<file path="config.mk">
export PLATFORM = sky130hd
export DESIGN_NAME = stack_arithmetic_unit_top
export DESIGN_NICKNAME = d
export VERILOG_FILES = /design/src/sv/sau_pkg.sv /design/src/sv/sau_ram.sv /design/src/sv/stack_arithmetic_unit_top.sv
export SDC_FILE = /design/constraint.sdc
export NUM_CORES = 2
export LEC_CHECK = 0
export CAP_MARGIN = 25
export CORE_MARGIN = 3
export CORE_UTILIZATION = 55
export DETAILED_ROUTE_END_ITERATION = 10
export DONT_BUFFER_PORTS = 1
export PLACE_DENSITY = 0.7
export SYNTH_ARGS = -nofsm -noshare
export SYNTH_HDL_FRONTEND = slang
export SYNTH_HIERARCHICAL = 1
export SYNTH_SLANG_ARGS = --single-unit
</file>
<file path="constraint.sdc">
create_clock -name clk -period 8.8 [get_ports clk]
set_input_delay 1.76 -clock clk [delete_from_list [all_inputs] [get_ports clk]]
set_output_delay 1.76 -clock clk [all_outputs]
set_load 0.01 [all_outputs]
</file>
<file path="src/sv/sau_pkg.sv">
// Shared definitions for the stack arithmetic unit: data width, default
// stack depth and the operation and status codes.
// No dependencies.
package sau_pkg;

  localparam int DATA_W        = 32;
  localparam int DEPTH_W       = 7;
  localparam int FUNC_W        = 3;
  localparam int STATUS_W      = 2;
  localparam int STACK_DEPTH_D = 64;

  typedef enum logic [FUNC_W-1:0] {
    FUNC_NOP  = 3'd0,
    FUNC_ADD  = 3'd1,
    FUNC_SUB  = 3'd2,
    FUNC_DIV  = 3'd3,
    FUNC_MUL  = 3'd4,
    FUNC_PUSH = 3'd5
  } func_t;

  typedef enum logic [STATUS_W-1:0] {
    STATUS_OK      = 2'd0,
    STATUS_SHORT   = 2'd1,
    STATUS_DIVZERO = 2'd2,
    STATUS_FULL    = 2'd3
  } status_t;

endpackage

</file>
<file path="src/sv/sau_ram.sv">
// Generic single-write, single-read RAM with a registered read port.
// No dependencies.
module sau_ram #(
  parameter int WIDTH = 32,
  parameter int DEPTH = 64
) (
  input  logic                     clk,
  input  logic                     we,
  input  logic [$clog2(DEPTH)-1:0] waddr,
  input  logic [WIDTH-1:0]         wdata,
  input  logic [$clog2(DEPTH)-1:0] raddr,
  output logic [WIDTH-1:0]         rdata
);

  logic [WIDTH-1:0] mem [DEPTH];

  always_ff @(posedge clk) begin
    if (we) begin
      mem[waddr] <= wdata;
    end
    rdata <= mem[raddr];
  end

endmodule

</file>
<file path="src/sv/stack_arithmetic_unit_top.sv">
// Top level of the stack arithmetic unit.
// Depends on sau_pkg and sau_ram.

// The unit keeps a last-in first-out stack of signed 32-bit entries and runs
// one operation per input transaction: nop, push, or add, sub, mul and div,
// which pop the top two entries and push (second op top). Arithmetic wraps in
// two's complement and division truncates toward zero. An operation that
// cannot be done reports stack too short, division by zero or stack full and
// leaves the stack unchanged. Every input transaction produces exactly one
// output transaction carrying the status, the new top entry (zero when the
// stack is empty) and the new depth. The stack lives in a RAM; the top entry
// is also held in a register, so a binary operation needs one RAM read for
// the second entry. All arithmetic goes through one shared 33-bit adder under
// a small sequencer. Nop, push and every error finish in the idle state;
// add and sub pass through a RAM read state and a write-back state, mul
// adds a shift-and-add loop (one multiplier bit per cycle), and div adds
// sign handling for dividend and divisor, a loop of one quotient bit per
// cycle and a sign fix-up state. The worst case is therefore set by the
// division loop. A new input transaction is taken once the sequencer is
// idle and the output register is empty or being emptied in the same
// cycle. Stack contents need no clearing after reset; only entries below
// the depth are ever read.
module stack_arithmetic_unit_top #(
  parameter int STACK_DEPTH = sau_pkg::STACK_DEPTH_D
) (
  input  logic                          clk,
  input  logic                          rst,
  input  logic                          in_valid,
  output logic                          in_stall,
  input  logic [sau_pkg::FUNC_W-1:0]    func,
  input  logic signed [sau_pkg::DATA_W-1:0] push_value,
  output logic                          out_valid,
  input  logic                          out_stall,
  output logic [sau_pkg::STATUS_W-1:0]  status,
  output logic signed [sau_pkg::DATA_W-1:0] top_value,
  output logic [sau_pkg::DEPTH_W-1:0]   depth
);

  localparam int DW    = sau_pkg::DATA_W;
  localparam int AW    = $clog2(STACK_DEPTH);
  localparam int CNT_W = $clog2(STACK_DEPTH + 1);
  localparam int ITW   = $clog2(DW);

  typedef enum logic [2:0] {
    S_IDLE,
    S_READ,
    S_MUL,
    S_NEG_A,
    S_NEG_B,
    S_DIV,
    S_FIX,
    S_WB
  } state_t;

  state_t             state;
  sau_pkg::func_t     func_r;
  logic [CNT_W-1:0]   count;
  logic [DW-1:0]      tos;
  logic [DW-1:0]      opa;
  logic [DW-1:0]      opb;
  logic [DW-1:0]      acc;
  logic [DW-1:0]      res;
  logic [ITW-1:0]     iter;
  logic               neg_a;
  logic               neg_b;

  logic               in_accept;
  logic [CNT_W-1:0]   cnt_m2;
  logic [CNT_W+6:0]   cnt_ext;
  logic               ram_we;
  logic [AW-1:0]      ram_waddr;
  logic [DW-1:0]      ram_wdata;
  logic [DW-1:0]      ram_rdata;

  logic [DW:0]        add_a;
  logic [DW:0]        add_b;
  logic               add_cin;
  logic [DW:0]        add_sum;

  assign in_stall  = (state != S_IDLE) || (out_valid && out_stall);
  assign in_accept = in_valid && !in_stall;
  assign cnt_m2    = count - CNT_W'(2);

  // The result fields follow the stack registers directly. They only change
  // when a new transaction completes, which cannot happen before the
  // pending result has been taken.
  assign cnt_ext   = {7'b0, count};
  assign depth     = cnt_ext[6:0];
  assign top_value = (count != '0) ? tos : '0;

  // Stack storage. Pushes write at the current count, a finished binary
  // operation writes its result over the second entry.
  always_comb begin
    ram_we    = 1'b0;
    ram_waddr = cnt_m2[AW-1:0];
    ram_wdata = res;
    if (state == S_WB) begin
      ram_we = 1'b1;
    end else if (in_accept && func == sau_pkg::FUNC_PUSH
                 && count < CNT_W'(STACK_DEPTH)) begin
      ram_we    = 1'b1;
      ram_waddr = count[AW-1:0];
      ram_wdata = push_value;
    end
  end

  sau_ram #(
    .WIDTH(DW),
    .DEPTH(STACK_DEPTH)
  ) u_stack_ram (
    .clk  (clk),
    .we   (ram_we),
    .waddr(ram_waddr),
    .wdata(ram_wdata),
    .raddr(cnt_m2[AW-1:0]),
    .rdata(ram_rdata)
  );

  // The one shared adder. Subtraction and negation use the inverted operand
  // with a carry in.
  always_comb begin
    add_a   = '0;
    add_b   = '0;
    add_cin = 1'b0;
    unique case (state)
      S_READ: begin
        add_a = {1'b0, ram_rdata};
        if (func_r == sau_pkg::FUNC_SUB) begin
          add_b   = {1'b0, ~opb};
          add_cin = 1'b1;
        end else begin
          add_b = {1'b0, opb};
        end
      end
      S_MUL: begin
        add_a = {1'b0, acc};
        add_b = {1'b0, opa};
      end
      S_NEG_A, S_FIX: begin
        add_b   = ~{1'b0, opa};
        add_cin = 1'b1;
      end
      S_NEG_B: begin
        add_b   = ~{1'b0, opb};
        add_cin = 1'b1;
      end
      S_DIV: begin
        add_a   = {acc, opa[DW-1]};
        add_b   = ~{1'b0, opb};
        add_cin = 1'b1;
      end
      default: begin
        add_a = '0;
      end
    endcase
    add_sum = add_a + add_b + {{DW{1'b0}}, add_cin};
  end

  always_ff @(posedge clk) begin
    if (rst) begin
      state     <= S_IDLE;
      count     <= '0;
      out_valid <= 1'b0;
    end else begin
      // A result taken in this cycle empties the output register. When a new
      // transaction is accepted in the same cycle, the idle state decides.
      if (out_valid && !out_stall && !in_accept) begin
        out_valid <= 1'b0;
      end

      unique case (state)
        S_IDLE: begin
          if (in_accept) begin
            opb <= tos;
            unique case (func)
              sau_pkg::FUNC_PUSH: begin
                out_valid <= 1'b1;
                if (count >= CNT_W'(STACK_DEPTH)) begin
                  status <= sau_pkg::STATUS_FULL;
                end else begin
                  status <= sau_pkg::STATUS_OK;
                  tos    <= push_value;
                  count  <= count + CNT_W'(1);
                end
              end
              sau_pkg::FUNC_ADD, sau_pkg::FUNC_SUB,
              sau_pkg::FUNC_DIV, sau_pkg::FUNC_MUL: begin
                func_r <= sau_pkg::func_t'(func);
                if (count < CNT_W'(2)) begin
                  out_valid <= 1'b1;
                  status    <= sau_pkg::STATUS_SHORT;
                end else if (func == sau_pkg::FUNC_DIV && tos == '0) begin
                  out_valid <= 1'b1;
                  status    <= sau_pkg::STATUS_DIVZERO;
                end else begin
                  out_valid <= 1'b0;
                  state     <= S_READ;
                end
              end
              default: begin
                // Nop and the unused codes leave the stack alone.
                out_valid <= 1'b1;
                status    <= sau_pkg::STATUS_OK;
              end
            endcase
          end
        end

        S_READ: begin
          // The second entry has arrived from the RAM.
          iter <= '0;
          acc  <= '0;
          opa  <= ram_rdata;
          unique case (func_r)
            sau_pkg::FUNC_MUL: begin
              state <= S_MUL;
            end
            sau_pkg::FUNC_DIV: begin
              neg_a <= ram_rdata[DW-1];
              neg_b <= opb[DW-1];
              state <= S_NEG_A;
            end
            default: begin
              res   <= add_sum[DW-1:0];
              state <= S_WB;
            end
          endcase
        end

        S_MUL: begin
          // Shift-and-add: opa is the shifted multiplicand, opb the
          // multiplier consumed from its low end.
          if (opb[0]) begin
            acc <= add_sum[DW-1:0];
          end
          opa  <= {opa[DW-2:0], 1'b0};
          opb  <= {1'b0, opb[DW-1:1]};
          iter <= iter + ITW'(1);
          if (iter == ITW'(DW - 1)) begin
            res   <= opb[0] ? add_sum[DW-1:0] : acc;
            state <= S_WB;
          end
        end

        S_NEG_A: begin
          if (neg_a) begin
            opa <= add_sum[DW-1:0];
          end
          state <= S_NEG_B;
        end

        S_NEG_B: begin
          if (neg_b) begin
            opb <= add_sum[DW-1:0];
          end
          state <= S_DIV;
        end

        S_DIV: begin
          // Restoring division on magnitudes: acc is the partial remainder,
          // opa shifts the dividend out and the quotient in.
          if (add_sum[DW]) begin
            acc <= {acc[DW-2:0], opa[DW-1]};
          end else begin
            acc <= add_sum[DW-1:0];
          end
          opa  <= {opa[DW-2:0], ~add_sum[DW]};
          iter <= iter + ITW'(1);
          if (iter == ITW'(DW - 1)) begin
            state <= S_FIX;
          end
        end

        S_FIX: begin
          res   <= (neg_a ^ neg_b) ? add_sum[DW-1:0] : opa;
          state <= S_WB;
        end

        S_WB: begin
          tos       <= res;
          count     <= count - CNT_W'(1);
          status    <= sau_pkg::STATUS_OK;
          out_valid <= 1'b1;
          state     <= S_IDLE;
        end

        default: begin
          state <= S_IDLE;
        end
      endcase
    end
  end

endmodule

</file>
## After elaboration in Yosys (flattened, before gate mapping)

Memory sizes are Yosys's and may differ from the RTL's. A register that Yosys moved wholly into a read port is not among the register bits.
Cells that the tools add are included.

- Memory bits (read-only): 0
- RAM bits: 2,048
- Memories: 1
- Output and inout port bits: 43
- Register bits after elaboration: 183
- Word-level logic and storage cells: 150
- Bits in latches: 0

Memories:

| memory | words | width | rd ports | clocked after memory_dff | write ports | RTL line | RTL |
|---|---|---|---|---|---|---|---|
| u_stack_ram.mem | 64 | 32 | 1 | 1 | 1 | sau_ram.sv:15 | `logic [WIDTH-1:0] mem [DEPTH];` |

- Muxes and demuxes: 55
- $mul: 0
- $lt $le $gt $ge: 3
- Reduce and logical (&&, ||, !) cells: 38
- Equal/unequal tests: 28
- Bitwise logic cells: 6
- $add $sub $neg: 6
- Shifts and indexed selects: 0
- Div/mod/pow operators: 0

Operators by type and width:

| operator | count |
|---|---|
| $mux W32 | 15 |
| $pmux W32 S3 | 3 |
| $pmux W33 S4 | 1 |
| $pmux W32 S4 | 1 |
| $pmux W33 S3 | 1 |
| $not A32 Y33 | 2 |
| $pmux W32 S2 | 1 |
| $add A33 B1 Y33 | 1 |
| $add A33 B33 Y33 | 1 |
| $logic_not A32 Y1 | 1 |
| $not A32 Y32 | 1 |
| $pmux W3 S8 | 1 |
| $eq A3 B3 Y1 const B | 7 |
| $mux W7 | 3 |
| $ne A2 B2 Y1 const B | 10 |
| $reduce_and A4 Y1 | 5 |
| $eq A3 B2 Y1 const B | 6 |
| $mux W3 | 6 |
| $pmux W7 S2 | 1 |
| $mux W6 | 2 |
| $reduce_bool A3 Y1 | 4 |
| $mux W1 | 10 |
| $pmux W5 S2 | 1 |
| $mux W2 | 4 |
| other kinds (29) | 48 |

## Depth between registers and ports, before layout

- Depth after elaboration: 10
- Depth in mapped cells: 19
- Depth with buffers taken out: 16

## Cells and area by module

The synthesis kept the hierarchy.

Modules (own cells, without submodules):

| module | seq. area each (um^2) | area an instance (um^2) | instances | cells an instance |
|---|---|---|---|---|
| sau_ram | 62,139.6 | 78,522.8 | 1 | 3,323 |
| stack_arithmetic_unit_top | 5,385.2 | 13,163.9 | 1 | 1,450 |

## Worst setup path after synthesis

No wires, ideal clock.

- Path kind: input to register
- Start point: input port out_stall
- End point: register opb[0], enable pin
- Arrival time: 7.133 ns
- Required time: 8.205 ns
- Setup time: 0.595 ns
- Setup slack: 1.072 ns
- Buffers on the path: 0
- Stages: 3
- Cells stage by stage: nand2_1 nand3_1 a2111oi_0

- Cells in the longest elaborated chain, start to end: 6

RTL lines:

| item | RTL line | RTL |
|---|---|---|
| start, declared | stack_arithmetic_unit_top.sv:33 | `input logic out_stall,` |
| $logic_and A1 B1 Y1 | stack_arithmetic_unit_top.sv:80 | `assign in_stall = (state != S_IDLE) \|\| (out_valid && out_stall);` |
| $logic_or A1 B1 Y1 | stack_arithmetic_unit_top.sv:80 |  |
| $logic_not A1 Y1 | stack_arithmetic_unit_top.sv:81 | `assign in_accept = in_valid && !in_stall;` |
| $logic_and A1 B1 Y1 | stack_arithmetic_unit_top.sv:81 |  |
| $ne A2 B2 Y1 (no line) | -- |  |
| $reduce_and A4 Y1 (no line) | -- |  |
| end signal, assigned | stack_arithmetic_unit_top.sv:174 | `opb <= tos;` |
| end signal, assigned | stack_arithmetic_unit_top.sv:237 | `opb <= {1'b0, opb[DW-1:1]};` |
| end signal, assigned | stack_arithmetic_unit_top.sv:254 | `opb <= add_sum[DW-1:0];` |
| end, declared | stack_arithmetic_unit_top.sv:60 | `logic [DW-1:0] opb;` |

Every way passes these cells.
A chain may end at the register's enable or synchronous reset.

## Worst setup path after layout

- Start point: register state[0]
- End point: register acc[30] (data pin)

- Cells in the longest elaborated chain, start to end: 7
- Elaborated cells between the ends (all ways): 17
- Those cells by class: 2 x add/sub; 6 x eq/ne; 6 x mux; 3 x reduce/logical

RTL lines:

| item | RTL line | RTL |
|---|---|---|
| start, declared | stack_arithmetic_unit_top.sv:55 | `state_t state;` |
| start signal, assigned | stack_arithmetic_unit_top.sv:161 | `state <= S_IDLE;` |
| start signal, assigned | stack_arithmetic_unit_top.sv:197 | `state <= S_READ;` |
| start signal, assigned | stack_arithmetic_unit_top.sv:216 | `state <= S_MUL;` |
| $eq A3 B3 Y1 (tied with other cells) | stack_arithmetic_unit_top.sv:125, stack_arithmetic_unit_top.sv:171 |  |
| $reduce_or A2 Y1, on equally long branches | -- |  |
| $pmux W33 S4 | stack_arithmetic_unit_top.sv:125 | `unique case (state)` |
| $add A33 B33 Y33 | stack_arithmetic_unit_top.sv:156 | `add_sum = add_a + add_b + {{DW{1'b0}}, add_cin};` |
| $add A33 B1 Y33 | stack_arithmetic_unit_top.sv:156 |  |
| $mux W32, on equally long branches | stack_arithmetic_unit_top.sv:262, stack_arithmetic_unit_top.sv:233 |  |
| $pmux W32 S3 * | stack_arithmetic_unit_top.sv:171 | `unique case (state)` |
| end signal, assigned | stack_arithmetic_unit_top.sv:234 | `acc <= add_sum[DW-1:0];` |
| end signal, assigned | stack_arithmetic_unit_top.sv:263 | `acc <= {acc[DW-2:0], opa[DW-1]};` |
| end signal, assigned | stack_arithmetic_unit_top.sv:265 | `acc <= add_sum[DW-1:0];` |
| end, declared | stack_arithmetic_unit_top.sv:61 | `logic [DW-1:0] acc;` |

Every way passes the cells marked *; elsewhere a longest branch is shown, timed or not.

==> flow_summary_export.csv <==
group,metric,value,unit
outcome,status,"finished, final reports clean",
grt,grt_overflow,0,
timing,rsz0062_at_grt,"false",
clock_network,ctsResizeCount,0,
final_layout,nets,4943,
detailed_routing,wl_per_cell,32.94,µm
floorplanning,dieHeight,414.3,µm
detailed_routing,drtIter0Drc,7448,
clock_network,clkTransAtPathRegs,70,ps
clock_network,post_cts_buffers,0,
yosys,yosysTopAreaCell,"edfxtp_1",
clock_network,cts_tree,"built",
yosys,synth_cell_types,73,
timing,fmax,150.5,MHz
worst_setup_path,cp_max_fo,38,
yosys,ys_ff_latch,2263,
detailed_routing,routed_wl,238500,µm
worst_setup_path,cp_cell_sequence,"nand2b_1 -> nor2_4 -> a221oi_1 -> o21ai_0 -> fa_1 -> fa_1 -> a211o_1 -> a211oi_1 -> or4_4 -> a311oi_2 -> or2_2 -> a311oi_4 -> buf_4 -> mux2_2 -> o221ai_1",
yosys,synth_async_sr_flop_share,0,%
worst_setup_path,cp-start-kind,"flop",
power_and_ir_drop,cellLeakagePower,32.69,nW
clock_network,numClockSinks,2263,
yosys,synth_edf_count,2220,
worst_setup_path,cp_slowest_cell,"dfxtp_1",
grt,grt_pass1_wl,345000,µm
yosys,avgSynthCellArea,19.21,µm²
floorplanning,fp.dieArea,0.1716,mm²
worst_setup_path,worst-endpoint-arrival,7320,ps
timing,min_period_over_period,75.49,%
detailed_routing,ant_nets,0,
worst_setup_path,crit_end,"acc[30]",
timing,finalHoldViolations,0,
grt,grt_pass1_vias,47540,
yosys,ys_seq_area_share,73.65,%
yosys,synth_ff_type,"edfxtp_1",
power_and_ir_drop,power_density,212.6,mW/mm²
timing,period_needed,6643,ps
yosys,syn_nets,4854,
detailed_routing,vias_per_cell,6.801,
yosys,syn_area,0.09169,mm²
job,cap_violations,0,
final_layout,drive_gt1_share,22.71,%
worst_setup_path,required,9480,ps
clock_network,cts_buffer_depth,3,
timing,fin_setup_tns,0,ps
worst_setup_path,r2r_setup_slack,2160,ps
yosys,ys_warn_count,6,
grt,antenna_found_initial,9,
placed_design,dp_hpwl,143000,µm
floorplanning,rows,149,
yosys,yosysMostFrequentCell,"edfxtp_1",
clock_network,root_buffer,"clkbuf_16",
detailed_routing,remaining_drc_errors,0,
worst_setup_path,worstSetupStartpoint,"state[0]",
final_layout,fill_cells,11160,
worst_setup_path,critPathCaptureType,"flop",
floorplanning,start_util,55.45,%
grt,grt_start_max_net_pins,132,
worst_setup_path,reg2reg_depth,15,
timing,holdWs,531.1,ps
placed_design,portBuffers,0,
timing,finClkSkew,64.70,ps
worst_setup_path,slowest_delay,800,ps
detailed_routing,firstDrtPassIters,6,
timing,slew_headroom,24.22,%
timing,tightest_slew,1133,ps
yosys,synth_top_area_share,72.71,%
timing,setup_viol,0,
floorplanning,die_w,414.3,µm
worst_setup_path,r2r-start,"state[0]",
timing,worst_slack,2157,ps
floorplanning,ios,82,
placed_design,place_ws,2319,ps
floorplanning,core-area,0.1654,mm²
power_and_ir_drop,ir_drop,0.2032,mV
worst_setup_path,crit_top_cell,"fa_1",
min_path,hold_path.class,"reg2reg",
clock_network,hold_buffers,0,
min_path,hold_depth,0,
clock_network,numCtsBuffers,220,
timing,finalMaxSlewViolations,0,
final_layout,finish.utilization,62.14,%
final_layout,area_growth,12.08,%
clock_network,clk_latency,870,ps
worst_setup_path,critPathKind,"reg2reg",
detailed_routing,vias,49250,
yosys,synth.area.top_cells,"edfxtp_1, mux4_2, mux2i_1",
yosys,synthCells,4773,
worst_setup_path,r2r-end,"acc[30]",
grt,grt_usage,27.82,%
clock_network,ctsHtreeMaxLevel,4,
yosys,synth_top_cells_by_count,"edfxtp_1, mux4_2, nand2_1, nor2_1, clkbuf_1",
placed_design,place_congestion,0.9500,
where the power goes:
part,switching (mW),internal [mW]
logic,0.515,0.281
clock network,4.04,5.19
registers,0.0508,11.8
cell usage in the layout, fill, tap and decap left out, types with 9 or more instances in the layout:
| cell | synthesis | layout |
|---|---|---|
| edfxtp_1 | 2220 | 2220 |
| mux4_2 | 544 | 544 |
| nand2_1 | 243 | 241 |
| clkbuf_16 | 0 | 220 |
| nor2_1 | 230 | 162 |
| o21ai_0 | 150 | 150 |
| mux2i_1 | 131 | 131 |
| a22oi_1 | 125 | 125 |
| o22ai_1 | 120 | 120 |
| a21oi_1 | 116 | 114 |
| buf_4 | 28 | 103 |
| nor2_4 | 0 | 66 |
| clkinv_1 | 1 | 51 |
| clkbuf_1 | 160 | 47 |
| and2_1 | 42 | 42 |
| dfxtp_1 | 43 | 41 |
| o221ai_1 | 39 | 39 |
| ha_1 | 39 | 39 |
| a221oi_1 | 36 | 36 |
| mux2_2 | 41 | 36 |
| clkinv_2 | 0 | 36 |
| buf_12 | 0 | 32 |
| xnor2_1 | 28 | 28 |
| inv_1 | 29 | 27 |
| nand3_1 | 27 | 26 |
| a21o_1 | 26 | 26 |
| nor3_1 | 27 | 23 |
| nor2b_1 | 23 | 22 |
| bufinv_16 | 0 | 18 |
| xor2_1 | 20 | 17 |
| o211ai_1 | 16 | 16 |
| buf_16 | 0 | 15 |
| nand2b_1 | 14 | 14 |
| o21a_1 | 12 | 12 |
| a211oi_1 | 9 | 9 |
| a31oi_1 | 9 | 9 |
| a311oi_1 | 9 | 9 |
| clkinvlp_4 | 0 | 9 |
metrics by stage:
stage / cell area [µm²] / power [mW] / std cells
floorplan: 91690 / 12.51 / 4773
global placement: 94610 / 12.82 / 6781
detailed placement: 95460 / 12.83 / 6820
CTS: 102600 / 21.96 / 7226
global route: 102800 / 22.44 / 7239
finish: 102800 / 21.85 / 7242
critical path: cells and delay by family, from the launching register on:
kind	cells	cell delay, ps
buffers and inverters	1	610
adder cells (fa/ha/maj)	2	1020
multiplexers	1	410
flip-flops	1	800
AO/OA/AOI/OAI	7	1880
AND/OR/NAND/NOR	4	1730
worst min-delay path by stage:
stage / from / end
final: u_stack_ram/rdata[31] / neg_a
after global routing: u_stack_ram/rdata[31] / neg_a
after CTS: u_stack_ram/rdata[31] / neg_a
after detailed placement: u_stack_ram/rdata[31] / neg_a
after global placement: res[22] / tos[22]
after floorplan: u_stack_ram/rdata[31] / neg_a
flip-flops by register name, summed over array words and instances, names as in the netlist, 2 cells and up:
register,cells
res,32
state,3
iter,5
acc,32
tos,32
u_stack_ram/rdata,32
func_r,3
u_stack_ram/mem,2048
opb,32
opa,32
depth,7
status,2
layer usage:
metal | GRT usage (%) | part of all wire [%]
met2 | 40.53 | 45
met4 | 11.03 | 4.8
met3 | 6.174 | 12
met5 | 0 | 0
met1 | 41.52 | 39
cell families (layout without fill, tap and decap cells):
logic type               after synthesis  after routing  synth area share, %
AND/OR/NAND/NOR                      668            668                3.253
AO/OA/AOI/OAI                        719            719                5.192
other                                  0              7                    0
adder cells (fa/ha/maj)               42             42               0.5977
multiplexers                         716            716                15.30
flip-flops                          2263           2263                73.65
XOR/XNOR                              48             48               0.4585
buffers and inverters                317            590                1.554
area by class of cell:
type | count | area (µm²) | share of cell area [%]
flip-flops and latches | 2263 | 67530 | 65.72
multi-input cells | 2193 | 23380 | 22.75
clock buffers | 272 | 5751 | 5.596
well taps | 2189 | 2739 | 2.665
repair buffers | 154 | 1863 | 1.813
clock inverters | 134 | 1353 | 1.316
inverters | 30 | 127.6 | 0.1242
diodes | 7 | 17.52 | 0.01705
No activity file was read; power rests on OpenSTA's default activity.
